<file path="config.mk">
export PLATFORM = sky130hd
export DESIGN_NAME = motor_link_poll_and_status_core
export DESIGN_NICKNAME = d
export VERILOG_FILES = /design/src/sv/mlps_pkg.sv /design/src/sv/motor_link_poll_and_status_core.sv /design/src/sv/mlps_cfg.sv /design/src/sv/mlps_ctrl.sv /design/src/sv/mlps_conv.sv
export SDC_FILE = /design/constraint.sdc
export NUM_CORES = 2
export LEC_CHECK = 0
export BUFFER_PORTS_ARGS = -buffer_cell sky130_fd_sc_hd__buf_2
export CAP_MARGIN = 15
export CORE_AREA = 5 5 292 408
export DETAILED_ROUTE_END_ITERATION = 8
export DIE_AREA = 0 0 297 413
export HOLD_SLACK_MARGIN = 0.1
export PLACE_DENSITY = 0.64
export RECOVER_POWER = 25
export SETUP_SLACK_MARGIN = 0.1
export SYNTH_ARGS = -nofsm -noshare
export SYNTH_HDL_FRONTEND = slang
export SYNTH_SLANG_ARGS = --single-unit
</file>
<file path="constraint.sdc">
create_clock -name i_clk -period 8.04 [get_ports i_clk]
set_input_delay 0.804 -clock i_clk [delete_from_list [all_inputs] [get_ports i_clk]]
set_output_delay 0.804 -clock i_clk [all_outputs]
set_load 0.03 [all_outputs]
</file>
<file path="src/sv/mlps_pkg.sv">
// Shared types, codes and fixed-point constants for the motor link supervisor.
package mlps_pkg;

    // Configuration register map
    localparam int CFG_ADDR_W = 3;
    localparam logic CFG_IDX_ALIVE = 1'b0;
    localparam logic CFG_IDX_POLL  = 1'b1;
    localparam logic [15:0] ALIVE_PERIOD_RST = 16'd200;
    localparam logic [15:0] POLL_PERIOD_RST  = 16'd50;

    // Answer and request action codes
    localparam logic [7:0] ACT_NONE      = 8'd0;
    localparam logic [7:0] ACT_CURRENTS  = 8'd1;
    localparam logic [7:0] ACT_FAULTS    = 8'd2;
    localparam logic [7:0] ACT_ARM       = 8'd11;
    localparam logic [7:0] ACT_DISARM    = 8'd12;
    localparam logic [7:0] ACT_DISARM_B  = 8'd13;
    localparam logic [7:0] ACT_TEMP      = 8'd15;
    localparam logic [7:0] ACT_VOLT      = 8'd16;
    localparam logic [7:0] ACT_FAULT_ONE = 8'd18;
    localparam logic [7:0] ACT_FAULT_TWO = 8'd19;
    localparam logic [7:0] ACT_ALIVE     = 8'd111;

    typedef enum logic [1:0] {
        REQ_NONE    = 2'd0,
        REQ_ALIVE   = 2'd1,
        REQ_QUERY   = 2'd2,
        REQ_CONNECT = 2'd3
    } t_req;

    typedef enum logic {
        LINK_DOWN = 1'b0,
        LINK_UP   = 1'b1
    } t_link;

    // Voltage: mV = v * 1e9 / 72013093, done as |v| * ceil(2^42 * 1e9 / D) >> 42.
    // The reciprocal is built by long division so nothing overflows 64 bits.
    localparam longint unsigned VOLT_NUM   = 64'd1000000000;
    localparam longint unsigned VOLT_DIV   = 64'd72013093;
    localparam int              VOLT_SHIFT = 42;
    localparam longint unsigned VOLT_INT   = VOLT_NUM / VOLT_DIV;
    localparam longint unsigned VOLT_REM   = VOLT_NUM % VOLT_DIV;
    localparam longint unsigned VOLT_Q1    = (VOLT_REM << 20) / VOLT_DIV;
    localparam longint unsigned VOLT_R1    = (VOLT_REM << 20) % VOLT_DIV;
    localparam longint unsigned VOLT_Q2    = ((VOLT_R1 << 22) + VOLT_DIV - 64'd1) / VOLT_DIV;
    localparam longint unsigned VOLT_RECIP =
        (VOLT_INT << VOLT_SHIFT) + (VOLT_Q1 << 22) + VOLT_Q2;
    localparam int VOLT_MAG_W   = 14;
    localparam int VOLT_RECIP_W = 46;
    localparam int VOLT_PROD_W  = VOLT_MAG_W + VOLT_RECIP_W;
    localparam int VOLT_Q_W     = 18;

    // Temperature: tenths = (100000*v - 8184000) / 39897, via |w| * ceil(2^46 / D) >> 46.
    localparam longint unsigned TEMP_DIV   = 64'd39897;
    localparam int              TEMP_SHIFT = 46;
    localparam longint unsigned TEMP_RECIP = ((64'd1 << TEMP_SHIFT) + TEMP_DIV - 64'd1) / TEMP_DIV;
    localparam int TEMP_MAG_W   = 31;
    localparam int TEMP_RECIP_W = 31;
    localparam int TEMP_PROD_W  = TEMP_MAG_W + TEMP_RECIP_W;
    localparam int TEMP_Q_W     = 16;

    typedef struct packed {
        logic [31:0] time_now;
        logic        send_ok;
        logic        answer_valid;
        logic [7:0]  answer_action;
        logic [7:0]  byte_one;
        logic [7:0]  byte_two;
        logic [7:0]  byte_three;
        logic [7:0]  byte_four;
        logic        close_event;
        logic        connect_ok;
    } t_item;

    // Request fields plus store write enables for one call
    typedef struct packed {
        t_req        req;
        logic [7:0]  act;
        logic        sock;
        logic        armed;
        logic        link;
        logic [31:0] now;
        logic        ans_we;
        logic        cur_we;
        logic [15:0] cur0;
        logic [15:0] cur1;
        logic        flt0_we;
        logic        flt0;
        logic        flt1_we;
        logic        flt1;
        logic        volt_we;
        logic        volt_neg;
        logic        temp_we;
        logic        temp_neg;
    } t_upd;

    typedef struct packed {
        logic [VOLT_MAG_W-1:0] abs_v;
        logic [TEMP_MAG_W-1:0] abs_w;
    } t_mag;

    function automatic logic [7:0] query_code(input logic [2:0] step);
        logic [7:0] code;
        case (step)
            3'd1:    code = ACT_VOLT;
            3'd2:    code = ACT_FAULT_ONE;
            3'd3:    code = ACT_FAULT_TWO;
            3'd4:    code = ACT_CURRENTS;
            3'd5:    code = ACT_TEMP;
            default: code = ACT_NONE;
        endcase
        return code;
    endfunction

endpackage

</file>
<file path="src/sv/motor_link_poll_and_status_core.sv">
// Top level of the motor link supervisor: transfer pipeline and status stores.
//
// One input transfer is one service call (time stamp, send and connect outcomes,
// optional answer packet, close event). Every call yields exactly one result:
// the request to issue (none, keepalive, query, connect) with its action code,
// the socket reset flag, and the link, armed and status values after the call.
// The alive and poll periods sit behind the APB port; write them while idle.
// The datapath is a four-register pipeline: input register, sequencer/decode
// stage, reciprocal multiply stage, result register. One call can be taken
// every cycle while o_stall is low. Each stage advances whenever the stage
// after it is empty or moving, so bubbles close up and o_stall only rises
// when every stage is full and i_stall holds the result register. A held
// result keeps all its fields. Reset empties the pipeline, drops the link,
// clears armed and the keepalive error, zeroes the poll step, time stamps
// and status stores, and restores the default periods of 200 ms (keepalive)
// and 50 ms (poll).
module motor_link_poll_and_status_core (
    input  logic                            i_clk,
    input  logic                            i_rst_n,
    // configuration
    input  logic                            psel,
    input  logic                            penable,
    input  logic                            pwrite,
    input  logic [mlps_pkg::CFG_ADDR_W-1:0] paddr,
    input  logic [31:0]                     pwdata,
    output logic [31:0]                     prdata,
    output logic                            pready,
    // service call input
    input  logic                            i_valid,
    output logic                            o_stall,
    input  logic [31:0]                     i_time_now,
    input  logic                            i_send_ok,
    input  logic                            i_answer_valid,
    input  logic [7:0]                      i_answer_action,
    input  logic signed [7:0]               i_byte_one,
    input  logic signed [7:0]               i_byte_two,
    input  logic signed [7:0]               i_byte_three,
    input  logic signed [7:0]               i_byte_four,
    input  logic                            i_close_event,
    input  logic                            i_connect_ok,
    // result output
    output logic                            o_valid,
    input  logic                            i_stall,
    output logic [1:0]                      o_request,
    output logic [7:0]                      o_request_action,
    output logic                            o_socket_reset,
    output logic                            o_armed_flag,
    output logic                            o_link_up,
    output logic [15:0]                     o_motor_one_current,
    output logic [15:0]                     o_motor_two_current,
    output logic                            o_motor_one_fault,
    output logic                            o_motor_two_fault,
    output logic signed [18:0]              o_battery_millivolts,
    output logic signed [16:0]              o_temperature_tenths,
    output logic [31:0]                     o_last_answer_time
);

    logic [15:0] alive_period, poll_period;

    mlps_pkg::t_item in_item;
    mlps_pkg::t_item r_s1;
    mlps_pkg::t_upd  s2_upd, r_s2_upd, r_s3_upd;
    mlps_pkg::t_mag  s2_mag, r_s2_mag;
    logic r_v1, r_v2, r_v3, r_vo;
    logic out_free, free3, free2, free1;
    logic adv1, adv2, adv3, accept;

    logic [mlps_pkg::VOLT_Q_W-1:0] volt_mag;
    logic [mlps_pkg::TEMP_Q_W-1:0] temp_mag;
    logic signed [18:0] volt_val;
    logic signed [16:0] temp_val;

    mlps_pkg::t_req r_req;
    logic [7:0]  r_act;
    logic        r_sock, r_armed, r_link;
    logic [15:0] r_cur0, r_cur1;
    logic        r_flt0, r_flt1;
    logic signed [18:0] r_volt;
    logic signed [16:0] r_temp;
    logic [31:0] r_ans_time;

    mlps_cfg u_cfg (
        .i_clk          (i_clk),
        .i_rst_n        (i_rst_n),
        .psel           (psel),
        .penable        (penable),
        .pwrite         (pwrite),
        .paddr          (paddr),
        .pwdata         (pwdata),
        .prdata         (prdata),
        .pready         (pready),
        .o_alive_period (alive_period),
        .o_poll_period  (poll_period)
    );

    // Stage handshake: each stage moves when the next is empty or moving
    assign out_free = !r_vo || !i_stall;
    assign adv3     = r_v3 && out_free;
    assign free3    = !r_v3 || out_free;
    assign adv2     = r_v2 && free3;
    assign free2    = !r_v2 || free3;
    assign adv1     = r_v1 && free2;
    assign free1    = !r_v1 || free2;
    assign o_stall  = !free1;
    assign accept   = i_valid && free1;

    always_comb begin
        in_item.time_now      = i_time_now;
        in_item.send_ok       = i_send_ok;
        in_item.answer_valid  = i_answer_valid;
        in_item.answer_action = i_answer_action;
        in_item.byte_one      = i_byte_one;
        in_item.byte_two      = i_byte_two;
        in_item.byte_three    = i_byte_three;
        in_item.byte_four     = i_byte_four;
        in_item.close_event   = i_close_event;
        in_item.connect_ok    = i_connect_ok;
    end

    always_ff @(posedge i_clk) begin
        if (!i_rst_n) begin
            r_v1 <= 1'b0;
            r_v2 <= 1'b0;
            r_v3 <= 1'b0;
            r_vo <= 1'b0;
        end else begin
            r_v1 <= (r_v1 && !adv1) || accept;
            r_v2 <= (r_v2 && !adv2) || adv1;
            r_v3 <= (r_v3 && !adv3) || adv2;
            r_vo <= (r_vo && i_stall) || adv3;
        end
    end

    always_ff @(posedge i_clk) begin
        if (accept) begin
            r_s1 <= in_item;
        end
        if (adv1) begin
            r_s2_upd <= s2_upd;
            r_s2_mag <= s2_mag;
        end
        if (adv2) begin
            r_s3_upd <= r_s2_upd;
        end
    end

    mlps_ctrl u_ctrl (
        .i_clk          (i_clk),
        .i_rst_n        (i_rst_n),
        .i_en           (adv1),
        .i_item         (r_s1),
        .i_alive_period (alive_period),
        .i_poll_period  (poll_period),
        .o_upd          (s2_upd),
        .o_mag          (s2_mag)
    );

    mlps_conv u_conv (
        .i_clk      (i_clk),
        .i_en       (adv2),
        .i_mag      (r_s2_mag),
        .o_volt_mag (volt_mag),
        .o_temp_mag (temp_mag)
    );

    // Quotients were taken on magnitudes, so the sign goes back on here
    always_comb begin
        volt_val = r_s3_upd.volt_neg ? -$signed({1'b0, volt_mag}) : $signed({1'b0, volt_mag});
        temp_val = r_s3_upd.temp_neg ? -$signed({1'b0, temp_mag}) : $signed({1'b0, temp_mag});
    end

    always_ff @(posedge i_clk) begin
        if (!i_rst_n) begin
            r_req      <= mlps_pkg::REQ_NONE;
            r_act      <= mlps_pkg::ACT_NONE;
            r_sock     <= 1'b0;
            r_armed    <= 1'b0;
            r_link     <= 1'b0;
            r_cur0     <= 16'd0;
            r_cur1     <= 16'd0;
            r_flt0     <= 1'b0;
            r_flt1     <= 1'b0;
            r_volt     <= 19'sd0;
            r_temp     <= 17'sd0;
            r_ans_time <= 32'd0;
        end else if (adv3) begin
            r_req   <= r_s3_upd.req;
            r_act   <= r_s3_upd.act;
            r_sock  <= r_s3_upd.sock;
            r_armed <= r_s3_upd.armed;
            r_link  <= r_s3_upd.link;
            if (r_s3_upd.ans_we) begin
                r_ans_time <= r_s3_upd.now;
            end
            if (r_s3_upd.cur_we) begin
                r_cur0 <= r_s3_upd.cur0;
                r_cur1 <= r_s3_upd.cur1;
            end
            if (r_s3_upd.flt0_we) begin
                r_flt0 <= r_s3_upd.flt0;
            end
            if (r_s3_upd.flt1_we) begin
                r_flt1 <= r_s3_upd.flt1;
            end
            if (r_s3_upd.volt_we) begin
                r_volt <= volt_val;
            end
            if (r_s3_upd.temp_we) begin
                r_temp <= temp_val;
            end
        end
    end

    assign o_valid              = r_vo;
    assign o_request            = r_req;
    assign o_request_action     = r_act;
    assign o_socket_reset       = r_sock;
    assign o_armed_flag         = r_armed;
    assign o_link_up            = r_link;
    assign o_motor_one_current  = r_cur0;
    assign o_motor_two_current  = r_cur1;
    assign o_motor_one_fault    = r_flt0;
    assign o_motor_two_fault    = r_flt1;
    assign o_battery_millivolts = r_volt;
    assign o_temperature_tenths = r_temp;
    assign o_last_answer_time   = r_ans_time;

endmodule

</file>
<file path="src/sv/mlps_cfg.sv">
// APB register file for the keepalive and poll periods.
module mlps_cfg (
    input  logic                           i_clk,
    input  logic                           i_rst_n,
    input  logic                           psel,
    input  logic                           penable,
    input  logic                           pwrite,
    input  logic [mlps_pkg::CFG_ADDR_W-1:0] paddr,
    input  logic [31:0]                    pwdata,
    output logic [31:0]                    prdata,
    output logic                           pready,
    output logic [15:0]                    o_alive_period,
    output logic [15:0]                    o_poll_period
);

    logic [15:0] r_alive_period;
    logic [15:0] r_poll_period;
    logic        wr_en;

    assign pready = 1'b1;
    assign wr_en  = psel && penable && pwrite;

    always_ff @(posedge i_clk) begin
        if (!i_rst_n) begin
            r_alive_period <= mlps_pkg::ALIVE_PERIOD_RST;
            r_poll_period  <= mlps_pkg::POLL_PERIOD_RST;
        end else if (wr_en) begin
            case (paddr[2])
                mlps_pkg::CFG_IDX_ALIVE: r_alive_period <= pwdata[15:0];
                mlps_pkg::CFG_IDX_POLL:  r_poll_period  <= pwdata[15:0];
                default: ;
            endcase
        end
    end

    always_comb begin
        case (paddr[2])
            mlps_pkg::CFG_IDX_ALIVE: prdata = {16'd0, r_alive_period};
            mlps_pkg::CFG_IDX_POLL:  prdata = {16'd0, r_poll_period};
            default:                 prdata = 32'd0;
        endcase
    end

    assign o_alive_period = r_alive_period;
    assign o_poll_period  = r_poll_period;

endmodule

</file>
<file path="src/sv/mlps_ctrl.sv">
// Link, keepalive and poll sequencer with answer decode for one service call.
module mlps_ctrl (
    input  logic            i_clk,
    input  logic            i_rst_n,
    input  logic            i_en,
    input  mlps_pkg::t_item i_item,
    input  logic [15:0]     i_alive_period,
    input  logic [15:0]     i_poll_period,
    output mlps_pkg::t_upd  o_upd,
    output mlps_pkg::t_mag  o_mag
);

    mlps_pkg::t_link r_link, n_link;
    logic        r_armed, n_armed;
    logic        r_ka_err, n_ka_err;
    logic [31:0] r_last_ka, n_last_ka;
    logic [31:0] r_last_poll, n_last_poll;
    logic [2:0]  r_step, n_step;

    logic [31:0] ka_age, poll_age;
    logic        ka_due, poll_due, poll_go;
    logic [2:0]  step_inc;

    logic signed [14:0] b1_15, b2_15, v;
    logic signed [15:0] b1_16, b2_16, b3_16, b4_16;
    logic signed [31:0] b1_32, b2_32, w;
    logic [14:0] v_mag;
    logic [31:0] w_mag;
    logic        ans;

    assign ka_age   = i_item.time_now - r_last_ka;
    assign poll_age = i_item.time_now - r_last_poll;
    assign ka_due   = ka_age > {16'd0, i_alive_period};
    assign poll_due = poll_age > {16'd0, i_poll_period};
    assign poll_go  = !ka_due && !r_ka_err && poll_due;
    assign step_inc = r_step + 3'd1;

    assign b1_15 = {{7{i_item.byte_one[7]}}, i_item.byte_one};
    assign b2_15 = {{7{i_item.byte_two[7]}}, i_item.byte_two};
    assign b1_16 = {{8{i_item.byte_one[7]}}, i_item.byte_one};
    assign b2_16 = {{8{i_item.byte_two[7]}}, i_item.byte_two};
    assign b3_16 = {{8{i_item.byte_three[7]}}, i_item.byte_three};
    assign b4_16 = {{8{i_item.byte_four[7]}}, i_item.byte_four};
    assign b1_32 = {{24{i_item.byte_one[7]}}, i_item.byte_one};
    assign b2_32 = {{24{i_item.byte_two[7]}}, i_item.byte_two};

    // v = b1*100 + b2 fits 15 bits; w = 20*(5000*v - 409200) fits 32 bits
    assign v     = b1_15 * 15'sd100 + b2_15;
    assign w     = b1_32 * 32'sd10000000 + b2_32 * 32'sd100000 - 32'sd8184000;
    assign v_mag = v[14] ? 15'(-v) : 15'(v);
    assign w_mag = w[31] ? 32'(-w) : 32'(w);
    assign ans   = (r_link == mlps_pkg::LINK_UP) && i_item.answer_valid;

    // Next state
    always_comb begin
        n_link      = r_link;
        n_armed     = r_armed;
        n_ka_err    = r_ka_err;
        n_last_ka   = r_last_ka;
        n_last_poll = r_last_poll;
        n_step      = r_step;
        case (r_link)
            mlps_pkg::LINK_UP: begin
                if (r_armed) begin
                    if (ka_due) begin
                        n_last_ka = i_item.time_now;
                        n_ka_err  = !i_item.send_ok;
                    end else if (poll_go) begin
                        n_last_poll = i_item.time_now;
                        // after the last query the step wraps back to idle
                        if (step_inc inside {[3'd1:3'd4]}) begin
                            n_step = step_inc;
                        end else begin
                            n_step = 3'd0;
                        end
                    end
                end
                if (ans) begin
                    case (i_item.answer_action)
                        mlps_pkg::ACT_ARM:      n_armed = 1'b1;
                        mlps_pkg::ACT_DISARM:   n_armed = 1'b0;
                        mlps_pkg::ACT_DISARM_B: n_armed = 1'b0;
                        default: ;
                    endcase
                end
                if (i_item.close_event) begin
                    n_link = mlps_pkg::LINK_DOWN;
                end
            end
            mlps_pkg::LINK_DOWN: begin
                n_link = i_item.connect_ok ? mlps_pkg::LINK_UP : mlps_pkg::LINK_DOWN;
            end
            default: n_link = mlps_pkg::LINK_DOWN;
        endcase
    end

    // Outputs
    always_comb begin
        o_upd          = '0;
        o_upd.req      = mlps_pkg::REQ_NONE;
        o_upd.act      = mlps_pkg::ACT_NONE;
        o_upd.armed    = n_armed;
        o_upd.link     = (n_link == mlps_pkg::LINK_UP);
        o_upd.now      = i_item.time_now;
        o_upd.ans_we   = ans;
        o_upd.cur0     = 16'(b1_16 * 16'sd1000 + (b2_16 <<< 3));
        o_upd.cur1     = 16'(b3_16 * 16'sd1000 + (b4_16 <<< 3));
        o_upd.volt_neg = v[14];
        o_upd.temp_neg = w[31];
        case (r_link)
            mlps_pkg::LINK_UP: begin
                if (r_armed) begin
                    if (ka_due) begin
                        o_upd.req = mlps_pkg::REQ_ALIVE;
                        o_upd.act = mlps_pkg::ACT_ALIVE;
                    end else if (poll_go && (step_inc inside {[3'd1:3'd5]})) begin
                        o_upd.req = mlps_pkg::REQ_QUERY;
                        o_upd.act = mlps_pkg::query_code(step_inc);
                    end
                end
                o_upd.sock = i_item.close_event;
            end
            mlps_pkg::LINK_DOWN: o_upd.req = mlps_pkg::REQ_CONNECT;
            default:             o_upd.req = mlps_pkg::REQ_NONE;
        endcase
        case (i_item.answer_action)
            mlps_pkg::ACT_CURRENTS: o_upd.cur_we = ans;
            mlps_pkg::ACT_FAULTS: begin
                o_upd.flt0_we = ans;
                o_upd.flt0    = (i_item.byte_one != 8'd0);
                o_upd.flt1_we = ans;
                o_upd.flt1    = (i_item.byte_two != 8'd0);
            end
            mlps_pkg::ACT_FAULT_ONE: begin
                o_upd.flt0_we = ans;
                o_upd.flt0    = (v != 15'sd0);
            end
            mlps_pkg::ACT_FAULT_TWO: begin
                o_upd.flt1_we = ans;
                o_upd.flt1    = (v != 15'sd0);
            end
            mlps_pkg::ACT_VOLT: o_upd.volt_we = ans;
            mlps_pkg::ACT_TEMP: o_upd.temp_we = ans;
            default: ;
        endcase
    end

    assign o_mag.abs_v = v_mag[mlps_pkg::VOLT_MAG_W-1:0];
    assign o_mag.abs_w = w_mag[mlps_pkg::TEMP_MAG_W-1:0];

    always_ff @(posedge i_clk) begin
        if (!i_rst_n) begin
            r_link      <= mlps_pkg::LINK_DOWN;
            r_armed     <= 1'b0;
            r_ka_err    <= 1'b0;
            r_last_ka   <= 32'd0;
            r_last_poll <= 32'd0;
            r_step      <= 3'd0;
        end else if (i_en) begin
            r_link      <= n_link;
            r_armed     <= n_armed;
            r_ka_err    <= n_ka_err;
            r_last_ka   <= n_last_ka;
            r_last_poll <= n_last_poll;
            r_step      <= n_step;
        end
    end

endmodule

</file>
<file path="src/sv/mlps_conv.sv">
// Reciprocal multiply stage for the voltage and temperature conversions.
module mlps_conv (
    input  logic                             i_clk,
    input  logic                             i_en,
    input  mlps_pkg::t_mag                   i_mag,
    output logic [mlps_pkg::VOLT_Q_W-1:0]    o_volt_mag,
    output logic [mlps_pkg::TEMP_Q_W-1:0]    o_temp_mag
);

    logic [mlps_pkg::VOLT_PROD_W-1:0] r_volt_prod, n_volt_prod;
    logic [mlps_pkg::TEMP_PROD_W-1:0] r_temp_prod, n_temp_prod;

    assign n_volt_prod = mlps_pkg::VOLT_PROD_W'(i_mag.abs_v)
                       * mlps_pkg::VOLT_PROD_W'(mlps_pkg::VOLT_RECIP);
    assign n_temp_prod = mlps_pkg::TEMP_PROD_W'(i_mag.abs_w)
                       * mlps_pkg::TEMP_PROD_W'(mlps_pkg::TEMP_RECIP);

    always_ff @(posedge i_clk) begin
        if (i_en) begin
            r_volt_prod <= n_volt_prod;
            r_temp_prod <= n_temp_prod;
        end
    end

    // Truncating quotients of the magnitudes
    assign o_volt_mag = r_volt_prod[mlps_pkg::VOLT_SHIFT +: mlps_pkg::VOLT_Q_W];
    assign o_temp_mag = r_temp_prod[mlps_pkg::TEMP_SHIFT +: mlps_pkg::TEMP_Q_W];

endmodule

</file>
==> results.md <==
- Status: complete, but fails checks
- Failing checks: capacitance limit, slew limit
- Hold Crit Class: input pin to flip-flop
- Crit-path max FO: 26
- CTS Buf Count: 58
- Core ar.: 115400 um^2
- CP required: 8.43 ns
- Number of buffers added on ports: 225
- Post-route DRC: 0
- Primary FF master, synth: edfxtp_1
- Die Area: 122700 um^2
- Row count: 148
- Initial Utilization: 0.4443
- Ports: 268
- Max Cap Violations: 1
- Dpl cell area: 54050 um^2
- Slowest stage cell, crit path: edfxtp_1
- Die W: 297 um
- Final hold vios: 0
- Clk_lat worst skew: 0.65 ns
- P&R area growth vs syn: 9.166%
- WL final: 125000 um
- Yosys warns: 0
- Pre-antenna DRT Iters: 5
- # diodes: 0
- Clock transition at path regs: 0.06 ns
- CTS tree: built
- Layout cell share with drive strength beyond 1: 0.07368
- Arr. time, crit path: 7.87 ns
- Syn Std Cell Area: 51260 um^2
- Max_slew headroom: -2.884
- GRT Residual Overflow: 0
- Vias/cell: 5.249
- Via count: 35.87k
- Die H: 413 um
- Design area: 55960 um^2
- WS Path Type: flip-flop to flip-flop
- Detail Placement HPWL: 103200 um
- Synth Instances: 5051
- RSZ-0062 raised after global routing: no
- CTS Sinks: 517
- Final setup TNS: 0 ns
- WHS Path Cells: 1
- Sequential share of the synthesized area: 0.2615
- Fin Hold WS: 0.3200 ns
- Tot GR Track Use: 0.2021
- Tmin final: 7.480 ns
- Share of synthesized registers carrying an async set or reset: 0
- Gpl congestion: 0.9898
- Post-synth EDFFs: 305
- First DRT Iteration DRCs: 1839
- Initial antenna violation count: 4
- Vias in the first global route: 37.05k
- Slew Limit Fails: 141
- Kind of end point of the critical path: flip-flop
- Critical Path Start Type: flip-flop
- CTS Buffer Depth: 3
- Worst Skew: 0.02761 ns
- Syn avg cell area: 10.15 um^2
- Reg2Reg Depth: 30
- Seq cells post-synth: 517
- FMAX: 133.7 MHz
- H-tree depth: 2
- CP most frequent cell: a21oi_1
- CTS root buffer: clkbuf_16
- Nets@finish: 6726
- Largest net degree at the start of global routing: 141
- # setup viols final: 0
- First-pass GRT wire length: 199000 um
- Synth cell types: 100
- Slowest stage delay, CP: 0.50 ns
- Wire per inst: 18.30 um
- Routed Antenna Nets: 0
- Worst Max-Slew Pin Slew: 5.826 ns
- Final period util: 0.9303
synth_stat cells, types with 19 or more instances:
cell type | instances | share of area
nand2b_1 | 28 | 0.0034
a211oi_1 | 19 | 0.0028
o211ai_1 | 24 | 0.0035
nand2_1 | 513 | 0.038
xor2_1 | 95 | 0.016
and2_1 | 28 | 0.0034
xnor2_1 | 167 | 0.029
o211a_1 | 22 | 0.0043
clkbuf_1 | 80 | 0.0059
a21boi_0 | 115 | 0.017
nor2b_1 | 42 | 0.0051
o31ai_1 | 22 | 0.0032
a21oi_1 | 200 | 0.020
nand3_1 | 60 | 0.0059
nor2_1 | 142 | 0.010
o21bai_1 | 28 | 0.0041
edfxtp_1 | 305 | 0.18
ha_1 | 815 | 0.20
or3_1 | 21 | 0.0026
buf_4 | 27 | 0.0040
dfxtp_1 | 212 | 0.083
inv_1 | 890 | 0.065
mux2i_1 | 76 | 0.015
nor3_1 | 50 | 0.0049
o21ai_0 | 128 | 0.012
and3_1 | 30 | 0.0037
o21a_1 | 32 | 0.0047
a21o_1 | 97 | 0.014
nand4_1 | 43 | 0.0052
fa_1 | 509 | 0.20
cells in the final DEF (no fill, tap or decap), types with 61 or more instances in the layout:
cell type / synthesis / routed
a21boi_0: 115 / 115
a21o_1: 97 / 97
a21oi_1: 200 / 200
buf_2: 4 / 188
clkbuf_16: 0 / 61
dfxtp_1: 212 / 212
edfxtp_1: 305 / 305
fa_1: 509 / 509
ha_1: 815 / 815
inv_1: 890 / 889
mux2i_1: 76 / 76
nand2_1: 513 / 513
nor2_1: 142 / 142
o21ai_0: 128 / 128
xnor2_1: 167 / 167
xor2_1: 95 / 95
cell families after synthesis:
group | after synthesis | share of synthesized area
DFF | 517 | 0.2615
adders and majority gates | 1324 | 0.3977
AOI/OAI and AO/OA | 817 | 0.1078
muxes | 78 | 0.01528
xor gates and xnor gates | 263 | 0.04521
buffers and inverters | 1013 | 0.07831
other | 2 | 0.0001465
and+or+nand+nor | 1037 | 0.09403
timing repair:
| item | 4_1_cts | 5_1_grt |
|---|---|---|
| buffers inserted | 0 | 4 |
| hold buffers | 0 | 0 |
| gates resized for setup | 0 | 1 |
| endpoints found under the setup margin | 0 | 8 |
area by class of cell:
class                      instances  area, um^2
clock inverter                    40       317.8
clock buffer                      70        1604
inverter                         890        3346
tap                             1500        1877
multi-input combinational       3543       33950
fill                           10740       59410
sequential                       517       13400
timing repair buffer             274        1456
sequential cells by signal (all words and copies together), names as in the netlist, 2 cells and up:
name                  cells
r_s2_upd                 78
r_s3_upd                 78
r_s1                     76
r_s2_mag                 39
o_last_answer_time       32
u_ctrl.r_last_ka         32
u_ctrl.r_last_poll       32
o_battery_millivolts     19
u_conv.r_volt_prod       18
o_temperature_tenths     17
u_cfg.o_alive_period     16
u_cfg.o_poll_period      16
u_conv.r_temp_prod       16
o_motor_one_current      13
o_motor_two_current      13
o_request_action          5
u_ctrl.r_step             3
o_request                 2
per-layer routing:
layer	wire length (um)	part of all wire	GRT usage
met1	52770	0.42	0.2539
met3	6126	0.049	0.02905
met4	4143	0.033	0.05980
met2	61980	0.50	0.3625
met5	27	0.00022	0
worst paths after layout:
check,slack [ns],from,endpoint
setup / recovery,0.56,r_s1[20]$_DFFE_PP_,r_s2_mag[8]$_DFFE_PP_
hold / removal,0.32,i_byte_one[2],r_s1[28]$_DFFE_PP_
setup reg to reg,0.56,r_s1[20]$_DFFE_PP_,r_s2_mag[8]$_DFFE_PP_
hold reg to reg,0.42,r_s2_upd[60]$_DFFE_PP_,r_s3_upd[60]$_DFFE_PP_
stage by stage:
stage | worst slack, ns | std cells | utilization
final | 0.5602 | 6834 | 0.4850
after global routing | 0.1853 | 6834 | 0.4850
after floorplan | 0.7342 | 5073 | -
after global placement | 0.6161 | 6720 | 0.4685
after CTS | 0.4786 | 6830 | 0.4852
after detailed placement | 0.5461 | 6720 | 0.4685
critical path, delay by kind of cell, from the launching register on:
kind                     cells  cell delay, ns
XOR/XNOR                     3            0.59
flip-flops                   1            0.50
adder cells (fa/ha/maj)      7            2.61
AO/OA/AOI/OAI               14            2.66
AND/OR/NAND/NOR              3            0.47
buffers and inverters        3            0.37
Power is left out: the tool's default activity adds up to more than one toggle a clock period on the data nets, which glitch-free logic cannot reach.
